### src/hw/rtl/ctli_pkg.sv
// shared types and constants for the curve table interpolator
package ctli_pkg;

    localparam int TABLE_DEPTH_DEF = 256;
    localparam int QUEUE_DEPTH     = 2;
    localparam int CFG_IDX_W       = 2;

    localparam logic [CFG_IDX_W-1:0] CFG_MIN_X = 2'd0;
    localparam logic [CFG_IDX_W-1:0] CFG_RATIO = 2'd1;
    localparam logic [CFG_IDX_W-1:0] CFG_SIZE  = 2'd2;

    typedef enum logic [2:0] {
        OP_WRITE,
        OP_BAD,
        OP_ZERO,
        OP_ENTRY,
        OP_BLEND
    } op_kind_t;

    typedef struct packed {
        op_kind_t     kind;
        logic [31:0]  value;
        logic [15:0]  frac;
    } op_t;

    typedef struct packed {
        logic signed [31:0] min_x;
        logic [31:0]        ratio;
        logic [8:0]         size_in_use;
    } cfg_t;

    typedef enum logic [1:0] {
        FE_IDLE,
        FE_DIFF,
        FE_MUL,
        FE_PUSH
    } fe_state_t;

    typedef enum logic [2:0] {
        BE_IDLE,
        BE_DELTA,
        BE_MUL,
        BE_SUM,
        BE_OUT
    } be_state_t;

endpackage

### src/hw/rtl/ctli_queue.sv
// short fifo between front and back ends
module ctli_queue #(
    parameter int W     = 8,
    parameter int DEPTH = ctli_pkg::QUEUE_DEPTH
) (
    input  logic          clk,
    input  logic          rst_n,
    input  logic          push,
    input  logic [W-1:0]  push_data,
    output logic          full,
    input  logic          pop,
    output logic          valid,
    output logic [W-1:0]  head
);
    import ctli_pkg::*;

    localparam int PTR_W = (DEPTH > 1) ? $clog2(DEPTH) : 1;
    localparam int CNT_W = $clog2(DEPTH + 1);

    logic [W-1:0]      slot_reg [DEPTH];
    logic [PTR_W-1:0]  wr_ptr_reg;
    logic [PTR_W-1:0]  rd_ptr_reg;
    logic [CNT_W-1:0]  count_reg;
    logic              do_push;
    logic              do_pop;

    assign full    = (count_reg == CNT_W'(DEPTH));
    assign valid   = (count_reg != '0);
    assign head    = slot_reg[rd_ptr_reg];
    assign do_push = push && !full;
    assign do_pop  = pop && valid;

    always_ff @(posedge clk or negedge rst_n)
    begin
        if (!rst_n)
        begin
            wr_ptr_reg <= '0;
            rd_ptr_reg <= '0;
            count_reg  <= '0;
        end
        else
        begin
            if (do_push)
            begin
                wr_ptr_reg <= (wr_ptr_reg == PTR_W'(DEPTH - 1)) ? '0 : wr_ptr_reg + 1'b1;
            end
            if (do_pop)
            begin
                rd_ptr_reg <= (rd_ptr_reg == PTR_W'(DEPTH - 1)) ? '0 : rd_ptr_reg + 1'b1;
            end
            if (do_push && !do_pop)
            begin
                count_reg <= count_reg + 1'b1;
            end
            else if (do_pop && !do_push)
            begin
                count_reg <= count_reg - 1'b1;
            end
        end
    end

    always_ff @(posedge clk)
    begin
        if (do_push)
        begin
            slot_reg[wr_ptr_reg] <= push_data;
        end
    end

    a_count_bound: assert property (@(posedge clk) disable iff (!rst_n)
        count_reg <= CNT_W'(DEPTH))
        else $error("queue count overflow");

endmodule

### config.mk
export PLATFORM = sky130hd
export DESIGN_NAME = ctli_queue
export DESIGN_NICKNAME = d
export VERILOG_FILES = /design/src/hw/rtl/ctli_pkg.sv /design/src/hw/rtl/ctli_queue.sv
export SDC_FILE = /design/constraint.sdc
export NUM_CORES = 1
export LEC_CHECK = 0
export BUFFER_PORTS_ARGS = -buffer_cell sky130_fd_sc_hd__buf_2
export CAP_MARGIN = 40
export CORE_UTILIZATION = 52
export DETAILED_ROUTE_END_ITERATION = 8
export GPL_ROUTABILITY_DRIVEN = 0
export GPL_TIMING_DRIVEN = 0
export PLACE_DENSITY = 0.9
export REMOVE_ABC_BUFFERS = 1
export SETUP_SLACK_MARGIN = 0.05
export SLEW_MARGIN = 15
export SYNTH_ARGS = -nofsm -noshare
export SYNTH_HDL_FRONTEND = slang
export SYNTH_SLANG_ARGS = --single-unit
### constraint.sdc
create_clock -name clk -period 2.5 [get_ports clk]
set_input_delay 0.5 -clock clk [delete_from_list [all_inputs] [get_ports clk]]
set_output_delay 0.5 -clock clk [all_outputs]
set_load 0.02 [all_outputs]
## After elaboration in Yosys (flattened, before gate mapping)

Memories as Yosys holds them, arrays and structs flattened.
Cells that the tools add are included.

- $add $sub $neg: 4
- $mul: 0
- Div/mod/pow operators: 0
- Magnitude comparators: 0
- Equality and inequality tests: 1
- Shift-type cells: 0
- Mux-type cells: 6
- Bitwise gates (word level): 0
- Reductions and logical operators: 9

Operators with widths:

| cell | count |
|---|---|
| logical AND 1 bit | 4 |
| 2-to-1 mux 1 bit | 4 |
| 2-to-1 mux 2 bit | 2 |
| nonzero test 2 bit | 2 |
| logical NOT 1 bit | 3 |
| adder 1 bit, second input constant | 2 |
| adder 2 x 1 -> 2 bit, second input constant | 1 |
| == test 2 bit, second input constant | 1 |
| subtractor 2 x 1 -> 2 bit, second input constant | 1 |

- Register bits: 4
- Bits in latches: 0
- Bits in writable memories: 16
- Memory bits (read-only): 0
- Bits of input ports: 12
- Memories: 1

Memory list:

| memory | words | bits a word | rd ports | clocked after memory_dff | wr ports | RTL line | RTL |
|---|---|---|---|---|---|---|---|
| slot_reg | 2 | 8 | 1 | 0 | 1 | ctli_queue.sv:20 | `logic [W-1:0] slot_reg [DEPTH];` |

## Longest topological paths before layout

- Depth in word-level cells: 7
- Depth in mapped cells: 7
- Gate-level depth less buffers: 7

## Worst setup path before layout

OpenSTA, ideal clock, no wires.

- Path type: reg-to-output
- Start point: register rd_ptr_reg
- End point: output head[0]
- Arrival: 0.912 ns
- Required time: 2.000 ns
- Path slack: 1.088 ns
- Cell stages (with the launch flop): 3
- Path through: dfrtp_1 -> buf_2 -> mux2_1

- Cells in the longest elaborated chain, start to end: 1

Ends and longest elaborated chain:

| element | RTL line | RTL |
|---|---|---|
| start, declared | ctli_queue.sv:22 | `logic [PTR_W-1:0] rd_ptr_reg;` |
| start signal, assigned | ctli_queue.sv:49 | `rd_ptr_reg <= (rd_ptr_reg == PTR_W'(DEPTH - 1)) ? '0 : rd_ptr_reg + 1'b1;` |
| memory read (2 x 8 bit) | -- |  |
| end, declared | ctli_queue.sv:13 | `output logic [W-1:0] head` |

Every way passes these cells.

## Worst setup path in the final report

- Start point: register rd_ptr_reg
- End point: output head[7]

The elaborated chain is that of the path after synthesis.

==> impl_results.md <==
* Detailed placement HPWL at ~940 microns
* Router iterations before antenna repair at 2
* Hold path cells at 1
* Area leader, netlist: edfxtp_1
* Post-synth top cells: 16 x edfxtp_1, 8 x mux2_1, 4 x dfrtp_1
* Max FFs per register at 16
* Slew @ Worst Pin at 0.7413 ns
* Worst-Skew Late Latency at around 0.29 ns
* CTS Root Cell: clkbuf_4
* Initial antenna violation count at 0
* Top-count cell post-synth: edfxtp_1
* Run status: finished, final reports clean
* Fin crit share at between 70% and 80%
* Drt drc at 0
* Iter 0 DRT Violations at 11
* Yosys reg bits at 20
* Sequential element share of the synthesized area at 73.89%
* R2r worst-path depth at 3
* Mapped Cells at 44
* Slew HR at 50.40%
* Largest fanout on the critical path at 9
* Crit path capture type: output port
* Share of cells above drive strength 1 at between 40% and 50%
* Fmax at ~0.51 GHz
* Top FF cell, synth: edfxtp_1
* Reg2Reg Launch Point: count_reg[0]$_DFFE_PN0P_
* First-pass GRT wire length at between 1500 and 2000 microns
* Initial Utilization at approximately three fifths
* Count of flip-flops with a built-in enable after synthesis at 16
* Setup crit start: rd_ptr_reg$_DFFE_PN0P_
* Port bufs at 21
* RSZ-0062 raised after global routing: no
* Clock skew at roughly 0.0018 ns
* Synth unique cells at 14
* Vias at 426
* Layout area overhead at 21.02%
* Grt total ovfl at 0
* CTS H-tree lvls at 1
* Die X at between 40 and 50 microns
* Count of nets after finishing at 83
* Row cnt at 13
* HP Class: input port to register
* CP Launch Type: register
* # setup viols final at 0
* CTS buffer count at 3
* Reg clk slew, reported paths at 0.10 ns
* Core ar. at roughly 1400 sq um
* Ys async rst share at about a fifth
* Mean Syn Cell Area at roughly 18 sq um
* Kind of critical path: register to output port
* TritonCTS clock tree: built
* Max Transition Viols Final at 0
* Vias in the first global route at 420
* Maximum vdd drop at 0.0007641 V
* Area contributors post-synth: edfxtp_1 61%, dfrtp_1 13%, mux2_1 11%
* Die area at around 1700 sq um
* Pin count of the biggest net entering global routing at 12
* Clock sink count at 20
* Post-route ant nets at 0
* Fin Hold WS at just under 0.4 ns
* Lkg Pwr at about 0.4 nW
* Yosys warns at 0
* Vias per cell at a little over 5
* Synthesized cell area at slightly below 800 sq um
* Hold Startpoint: push_data[2]
* Tot GR Track Use at 17.87%
* IO Pins at 22
* CP required at ~2.0 ns
* Final Critical Period at around 1.9 ns
* N_diodes at 0
* Die H at approximately 41 microns
* Clk buf depth at 2
* Top-area cell type share of the netlist area at ~61%
* Resized cells post-CTS at 0
* Sum Neg Setup Slack at 0 ns
* Final Hold Viols at 0
* Crit path DAT at ~1.5 ns
* Routed wire per std cell at roughly 15 microns
* Max_cap viols at 0
* Routed wire length at 1274 microns
* PwrDens at about 1200 nW/um^2
[layout make-up]
type	instances	area, sq um
clock buffers	4	36.28
multi-input cells	21	192.7
flip-flops and latches	20	580.6
inverters	2	7.507
fillers	109	399.1
well taps	15	18.77
repair buffers	22	115.1
[layer usage]
layer | share of wire [%] | track usage (%) | vias to the layer above
li1 | - | - | 206
met1 | 39 | 19.49 | 203
met2 | 54 | 32.03 | 17
met3 | 6.4 | 6.522 | 0
met4 | 0 | 5.000 | 0
met5 | 0 | 0 | -
[report_power, final]
part	switching, mW	internal (mW)
combinational	0.236	0.173
clock	0.0916	0.0887
sequential	0.0716	0.466
total	0.399	0.728
[worst max-delay path, stage by stage, from the launching register on]
cell	delay (ns)
dfrtp_1	0.62
mux2_1	0.37
buf_2	0.16
[what timing repair did]
action                     in CTS  in global routing
setup endpoints to repair       0                  0
hold endpoints to repair        4                  0
buffers inserted                0                  0
hold buffers                    1                  0
[final timing paths]
check,endpoint,slack [ns]
setup reg to reg,slot_reg[0][4]$_DFFE_PP_,0.87
hold / removal,slot_reg[0][2]$_DFFE_PP_,0.39
setup / recovery,head[7],0.55
min in group asynchronous,wr_ptr_reg$_DFFE_PN0N_,0.53
hold reg to reg,wr_ptr_reg$_DFFE_PN0N_,0.51
max in group asynchronous,rd_ptr_reg$_DFFE_PN0P_,1.85
[cell usage in the layout (no fill, tap or decap), drive strengths merged]
master,instances
dlygate4sd3,1
nor2,2
nand2,2
dfrtp,4
nand2b,1
inv,2
or2,1
and3,1
edfxtp,16
xor2,2
ha,1
mux2,8
clkbuf,4
buf,21
xnor2,3
[cell families (layout without fill, tap and decap cells)]
kind of cell / count (synthesis) / count (layout) / synth area share, %
AND/OR/NAND/NOR: 7 / 7 / 5.894
multiplexers: 8 / 8 / 11.47
XOR/XNOR: 5 / 5 / 5.574
flip-flops: 20 / 20 / 73.89
adder cells (fa/ha/maj): 1 / 1 / 1.592
buffers and inverters: 3 / 28 / 1.592
[stage by stage]
step | utilization (%) | total power [mW] | setup slack [ns] | cell area, sq um | instances
floorplan | - | 0.8204 | 1.067 | 780.7 | 43
global placement | 67.01 | 0.9266 | 0.9146 | 904.6 | 79
detailed placement | 67.01 | 0.9533 | 0.9001 | 904.6 | 79
CTS | 70.44 | 1.131 | 0.5617 | 950.9 | 84
global route | 70.44 | 1.185 | 0.5001 | 950.9 | 84
finish | 70.44 | 1.128 | 0.5544 | 950.9 | 84
Power figures use the tool's default switching activity.
