===== src/hw/rtl/ctli_pkg.sv =====
// shared types and constants for the curve table interpolator
package ctli_pkg;

    localparam int TABLE_DEPTH_DEF = 256;
    localparam int QUEUE_DEPTH     = 2;
    localparam int CFG_IDX_W       = 2;

    localparam logic [CFG_IDX_W-1:0] CFG_MIN_X = 2'd0;
    localparam logic [CFG_IDX_W-1:0] CFG_RATIO = 2'd1;
    localparam logic [CFG_IDX_W-1:0] CFG_SIZE  = 2'd2;

    typedef enum logic [2:0] {
        OP_WRITE,
        OP_BAD,
        OP_ZERO,
        OP_ENTRY,
        OP_BLEND
    } op_kind_t;

    typedef struct packed {
        op_kind_t     kind;
        logic [31:0]  value;
        logic [15:0]  frac;
    } op_t;

    typedef struct packed {
        logic signed [31:0] min_x;
        logic [31:0]        ratio;
        logic [8:0]         size_in_use;
    } cfg_t;

    typedef enum logic [1:0] {
        FE_IDLE,
        FE_DIFF,
        FE_MUL,
        FE_PUSH
    } fe_state_t;

    typedef enum logic [2:0] {
        BE_IDLE,
        BE_DELTA,
        BE_MUL,
        BE_SUM,
        BE_OUT
    } be_state_t;

endpackage


===== src/hw/rtl/ctli_front.sv =====
// front end: takes beats, forms the table position and classifies each item
module ctli_front #(
    parameter int TABLE_DEPTH = ctli_pkg::TABLE_DEPTH_DEF,
    parameter int IDX_W       = $clog2(TABLE_DEPTH)
) (
    input  logic                clk,
    input  logic                rst_n,
    input  ctli_pkg::cfg_t      cfg,
    input  logic                in_valid,
    output logic                in_stall,
    input  logic                mode,
    input  logic [7:0]          entry_index,
    input  logic signed [31:0]  entry_value,
    input  logic signed [31:0]  x_in,
    output logic                q_push,
    input  logic                q_full,
    output ctli_pkg::op_t       q_op,
    output logic [IDX_W-1:0]    q_addr
);
    import ctli_pkg::*;

    localparam int SZ_W = $clog2(TABLE_DEPTH + 1);

    fe_state_t          state_reg;
    fe_state_t          state_next;
    logic               mode_reg;
    logic [7:0]         index_reg;
    logic [31:0]        value_reg;
    logic [31:0]        x_reg;
    logic [31:0]        diff_reg;
    logic               neg_reg;
    logic [63:0]        prod_reg;
    logic [32:0]        diff_w;
    logic [63:0]        prod_w;
    logic [SZ_W-1:0]    n_eff;
    logic [31:0]        n_m1;
    logic               in_fire;

    assign in_fire = in_valid && !in_stall;
    assign diff_w  = {x_reg[31], x_reg} - {cfg.min_x[31], cfg.min_x};
    assign prod_w  = diff_reg * cfg.ratio;

    always_comb
    begin
        if (32'(cfg.size_in_use) > 32'(TABLE_DEPTH))
        begin
            n_eff = SZ_W'(TABLE_DEPTH);
        end
        else
        begin
            n_eff = SZ_W'(cfg.size_in_use);
        end
        n_m1 = 32'(n_eff) - 32'd1;
    end

    always_comb
    begin
        state_next = state_reg;
        unique case (state_reg)
            FE_IDLE: if (in_valid) state_next = FE_DIFF;
            FE_DIFF: state_next = FE_MUL;
            FE_MUL:  state_next = FE_PUSH;
            FE_PUSH: if (!q_full) state_next = FE_IDLE;
            default: state_next = FE_IDLE;
        endcase
    end

    always_comb
    begin
        in_stall = (state_reg != FE_IDLE);
        q_push   = (state_reg == FE_PUSH) && !q_full;
    end

    // classification
    always_comb
    begin
        q_op.value = value_reg;
        q_op.frac  = prod_reg[31:16];
        q_addr     = '0;
        if (!mode_reg)
        begin
            q_addr = IDX_W'(index_reg);
            if (32'(index_reg) >= 32'(n_eff))
            begin
                q_op.kind = OP_BAD;
            end
            else
            begin
                q_op.kind = OP_WRITE;
            end
        end
        else
        begin
            priority if (n_eff == '0)
            begin
                q_op.kind = OP_ZERO;
            end
            else if (neg_reg)
            begin
                q_op.kind = OP_ENTRY;
            end
            else if (prod_reg[63:32] >= n_m1)
            begin
                q_op.kind = OP_ENTRY;
                q_addr    = IDX_W'(n_m1);
            end
            else
            begin
                q_op.kind = OP_BLEND;
                q_addr    = IDX_W'(prod_reg[63:32]);
            end
        end
    end

    always_ff @(posedge clk or negedge rst_n)
    begin
        if (!rst_n)
        begin
            state_reg <= FE_IDLE;
        end
        else
        begin
            state_reg <= state_next;
        end
    end

    always_ff @(posedge clk)
    begin
        if (in_fire)
        begin
            mode_reg  <= mode;
            index_reg <= entry_index;
            value_reg <= entry_value;
            x_reg     <= x_in;
        end
        if (state_reg == FE_DIFF)
        begin
            neg_reg  <= diff_w[32];
            diff_reg <= diff_w[32] ? 32'd0 : diff_w[31:0];
        end
        if (state_reg == FE_MUL)
        begin
            prod_reg <= prod_w;
        end
    end

    a_push_only_when_room: assert property (@(posedge clk) disable iff (!rst_n)
        q_push |-> !q_full && !in_stall == 1'b0)
        else $error("front pushed without room");

endmodule


===== config.mk =====
export PLATFORM = sky130hd
export DESIGN_NAME = ctli_front
export DESIGN_NICKNAME = d
export VERILOG_FILES = /design/src/hw/rtl/ctli_pkg.sv /design/src/hw/rtl/ctli_front.sv
export SDC_FILE = /design/constraint.sdc
export NUM_CORES = 2
export LEC_CHECK = 0
export BUFFER_PORTS_ARGS = -buffer_cell sky130_fd_sc_hd__buf_2
export CORE_AREA = 3 3 274 343
export CTS_BUF_LIST = sky130_fd_sc_hd__clkbuf_8
export DETAILED_ROUTE_END_ITERATION = 12
export DIE_AREA = 0 0 277 346
export HOLD_SLACK_MARGIN = 0.1
export PLACE_DENSITY = 0.58
export REMOVE_ABC_BUFFERS = 1
export SYNTH_ARGS = -nofsm -noshare
export SYNTH_HDL_FRONTEND = slang
export SYNTH_SLANG_ARGS = --single-unit

===== constraint.sdc =====
create_clock -name clk -period 18.25 [get_ports clk]
set_input_delay 1.825 -clock clk [delete_from_list [all_inputs] [get_ports clk]]
set_output_delay 1.825 -clock clk [all_outputs]
set_load 0.02 [all_outputs]

[Yosys cells after proc, flatten, opt, wreduce, memory -nomap -nowiden]
Cells that the tools add are included.
W data, S select, Z words.
Operators by class
  eq/ne operators: 5
  magnitude comparators: 3
  $mul: 1
  add/subtract/negate cells: 2
  multiplexer cells: 13
  reduce and logical (&&, ||, !) cells: 8
Operators by type and width (count)
  $mul A32 B32 Y64: 1
  $sub A32 B32 Y33: 1
  $ge A32 B32 Y1: 1
  $mux W8: 4
  $mux W3: 4
  $sub A9 B1 Y10 const B: 1
  $ge A8 B9 Y1: 1
  $gt A9 B9 Y1 const B: 1
  $logic_not A9 Y1: 1
  $mux W9: 1
  $pmux W2 S4: 1
  $eq A2 B2 Y1 const B: 2
  $mux W2: 2
  $ne A2 B2 Y1 const B: 2
  $eq A2 B1 Y1 const B: 1
  $logic_and A1 B1 Y1: 2
  $logic_not A1 Y1: 2
  $logic_not A2 Y1: 1
  $reduce_and A2 Y1: 1
  $reduce_bool A2 Y1: 1
  $mux W1: 1
Word-level totals
  output and inout port bits: 61
  register bits after elaboration: 172

[Logic depth before layout (Yosys ltp)]
  depth in word-level cells: 8
  gate-level depth with buffers: 28
  mapped depth without buffers: 26

[Worst setup path before layout]
Ideal clock, no wire load.
  path kind: input port to flip-flop
  from: in cfg[18] in the netlist's numbering
  to: reg prod_reg[51] (data pin)
  arrival: 8.281 ns
  slack: 9.709 ns
  setup time: 0.260 ns
  buffers on the path: 2
  required time: 17.990 ns
  cell stages on the path: 25
  cell sequence: clkbuf_1 and2_1 fa_1 fa_1 inv_1 fa_1 fa_1 inv_1 fa_1 fa_1 fa_1 inv_1 fa_1 inv_1 ha_1 clkbuf_1 and3_1 nand2_1 a211oi_1 a21oi_1 a311oi_1 nor2_1 o21ai_0 a21boi_0 xnor2_1
Between the ends
  word-level cells in the longest chain between the ends: 1
Ends and longest elaborated chain
  start, declared: RTL line ctli_front.sv:8  | input ctli_pkg::cfg_t cfg,
  $mul A32 B32 Y64: RTL line ctli_front.sv:41  | assign prod_w = diff_reg * cfg.ratio;
  net prod_w[51]: RTL line ctli_front.sv:34  | logic [63:0] prod_w;
  end signal, assigned: RTL line ctli_front.sv:143  | prod_reg <= prod_w;
  end, declared: RTL line ctli_front.sv:32  | logic [63:0] prod_reg;
The timed path passes the listed nets, and every way through them passes these cells.
A chain may end at the register's enable or synchronous reset.

[Worst setup path in the final report]
  from: in cfg[11] in the netlist's numbering
  to: reg prod_reg[57] (data pin)
Same word-level chain as after synthesis.

==> flow_summary_export.csv <==
group,metric,value,unit
routing,dr_total_vias,28795,
placement,dp_hpwl,88600,microns
final_layout,fin_nets,5662,
final_layout,fill_cells,8846,
synth,synth_ff_type,"edfxtp_1",
floorplan,chipHeight,346,microns
global_routing,antenna_found_initial,6,
synth,synth_seq_cells,156,
routing,post-route-drc-count,0,
sta,hold_viol,0,
worst_setup_path,ff2ff_setup_slack,9.76,ns
final_layout,regArea,0.00467,sq mm
worst_setup_path,cp-end-kind,"register",
synth,synth_top_area_share,44.0,%
synth,async_flop_share,1.28,%
worst_setup_path,required,18.52,ns
synth,avgSynthCellArea,9.61,sq um
sta,tightest_slew,1.26,ns
floorplan,die_w,277,microns
worst_setup_path,cp-start-kind,"primary input",
final_layout,largest_reg_flops,48,
sta,rsz0062_at_grt,"false",
worst_setup_path,path_class,"in -> reg",
final_layout,multi_input_comb_area,0.0317,sq mm
routing,routed_wl,111000,microns
worst_setup_path,cp.arrival,9.90,ns
sta,fmax,0.104,GHz
clocking,cts_tree,"done",
floorplan,rows,124,
global_routing,grt_util_all_layers,24.1,%
global_routing,grt_pass1_vias,31648,
hold_path,hp-class,"reg -> reg",
outcome,outcome,"complete, no violations",
synth,mappedNetlistArea,0.0407,sq mm
routing,ant_nets,0,
synth,ys_warn_count,0,
final_layout,synthToLayoutAreaGrowth,5.81,%
clocking,cts.sinks,156,
clocking,hold_buffers,0,
floorplan,dieArea,0.0958,sq mm
final_layout,drive_gt1_share,7.02,%
floorplan,core,0.0912,sq mm
synth,synth.largest_area_cell,"fa_1",
synth,syn_inst,4240,
clocking,htreeDepth,4,
synth,yosysSeqAreaShare,11.5,%
clocking,clock_latency,0.53,ns
placement,gp_congestion,0.952,
global_routing,grt_pass1_wl,179000,microns
clocking,cts_made_buffers,17,
synth,ys_types,68,
routing,first_pass_iters,5,
sta,finalSetupTns,0,ns
clocking,cts_resized,0,
sta,drv_slew,0,
routing,drtIter0Drc,1618,
floorplan,pin_count,211,
sta,finalCritPeriodShare,52.8,%
sta,setup_viol,0,
floorplan,initial_core_util,44.7,%
sta,slew_headroom,14.8,%
sta,min_period,9.64,ns
synth,yosys-top-cells-area,"fa_1, edfxtp_1, ha_1, and2_1, inv_1",
clocking,cts-root-buf,"clkbuf_8",
synth,synth_edf_count,154,
routing,avgRoutedWirePerCell,20.2,microns
placement,io_buffers,210,
routing,viasPerCell,5.25,
sta,fin_skew,0.0296,ns
global_routing,grt_max_degree,74,
clocking,post-cts-setup-buffer-count,0,
run,maxCapViolCount,0,
worst_setup_path,path_max_fanout,32,
global_routing,grt-ovfl-total,0,
clocking,clkSlewWorstSetupHoldPaths,0.10,ns
clocking,clockBufferDepth,2,
## Yosys cell counts, types with 17 or more instances
cell type / count
inv_1: 922
edfxtp_1: 154
xnor2_1: 43
ha_1: 339
fa_1: 896
o21ai_0: 51
xor2_1: 33
nand2b_1: 28
a21oi_1: 87
a21o_1: 62
and2_1: 599
nor2_1: 74
nand2_1: 492
clkbuf_1: 213
o21a_1: 17
nand3_1: 22
nand4_1: 33
## routing by layer
metal | wire length (microns) | global-route usage (%)
met2 | 59900 | 45.0
met1 | 43200 | 29.7
met4 | 2780 | 5.69
met5 | 0 | 0
met3 | 5230 | 2.59
## stage by stage
stage / cells / util, % / area (sq um) / hold WS, ns / setup WS, ns
global placement: 5455 / 46.8 / 42700 / 0.664 / 8.21
detailed placement: 5455 / 46.8 / 42700 / 0.656 / 8.10
finish: 5489 / 47.3 / 43100 / 0.662 / 8.61
floorplan: 4007 / - / 39800 / 0.595 / 9.91
CTS: 5487 / 47.2 / 43100 / 0.678 / 8.67
global route: 5487 / 47.2 / 43100 / 0.728 / 8.28
## kinds of logic after synthesis
kind of cell	synth area share, %
XOR/XNOR	1.63
buffers and inverters	10.8
multiplexers	0.0522
adder cells (fa/ha/maj)	54.4
AND/OR/NAND/NOR	16.5
flip-flops	11.5
AO/OA/AOI/OAI	5.10
## critical path, stage by stage
cell and delay [ns]:
buf_2 0.57, and2_1 0.26, fa_1 0.39, inv_1 0.08, fa_1 0.44, fa_1 0.47
fa_1 0.54, inv_1 0.05, fa_1 0.50, inv_1 0.05, fa_1 0.54, inv_1 0.05
fa_1 0.49, fa_1 0.43, ha_1 0.44, nand4_1 0.19, or4_1 0.59, a31oi_1 0.55
o21ai_0 0.46, nand3_1 0.27, a21o_1 0.19, a21boi_0 0.14, o21ba_2 0.23, xnor2_1 0.11
## cell usage in the layout, fill, tap and decap left out, drive strengths merged, types with 5 or more instances in the layout
master | synthesis | routed
inv | 922 | 928
fa | 896 | 896
and2 | 599 | 599
nand2 | 492 | 492
ha | 339 | 339
buf | 20 | 251
edfxtp | 154 | 154
a21oi | 87 | 87
nor2 | 74 | 74
a21o | 62 | 62
o21ai | 54 | 54
xnor2 | 43 | 43
nand4 | 33 | 33
xor2 | 33 | 33
nand2b | 28 | 28
nand3 | 22 | 22
o21a | 17 | 17
clkbuf | 213 | 17
nor3 | 16 | 16
nor2b | 14 | 14
o21bai | 12 | 12
a211oi | 12 | 12
a31oi | 11 | 11
and3 | 9 | 9
o311ai | 8 | 8
a21boi | 8 | 8
o211ai | 6 | 6
o31ai | 5 | 5
nor4 | 5 | 5
clkinv | 0 | 5
## final cells by class
cell class	instances	area share (%)
Antenna cell	2	0.0116
Clock buffer	17	0.543
Clock inverter	15	0.470
Inverter	922	8.03
Multi-Input combinational cell	2929	73.5
Sequential cell	156	10.8
Tap cell	1197	3.47
Timing Repair Buffer	251	3.15
## final timing paths
path	cells after the start	end	startpoint
min in group asynchronous	1	state_reg[0]$_DFFE_PN0P_	rst_n
max in group asynchronous	1	state_reg[1]$_DFFE_PN0P_	rst_n
worst min register to register	2	state_reg[1]$_DFFE_PN0P_	state_reg[1]$_DFFE_PN0P_
worst max-delay path	24	prod_reg[57]$_DFFE_PP_	cfg[11]
worst min-delay path	2	state_reg[1]$_DFFE_PN0P_	state_reg[1]$_DFFE_PN0P_
worst max register to register	24	prod_reg[57]$_DFFE_PP_	diff_reg[16]$_SDFFCE_PP0N_
Power is left out: the tool's default activity adds up to more than one toggle a clock period on the data nets, which glitch-free logic cannot reach.
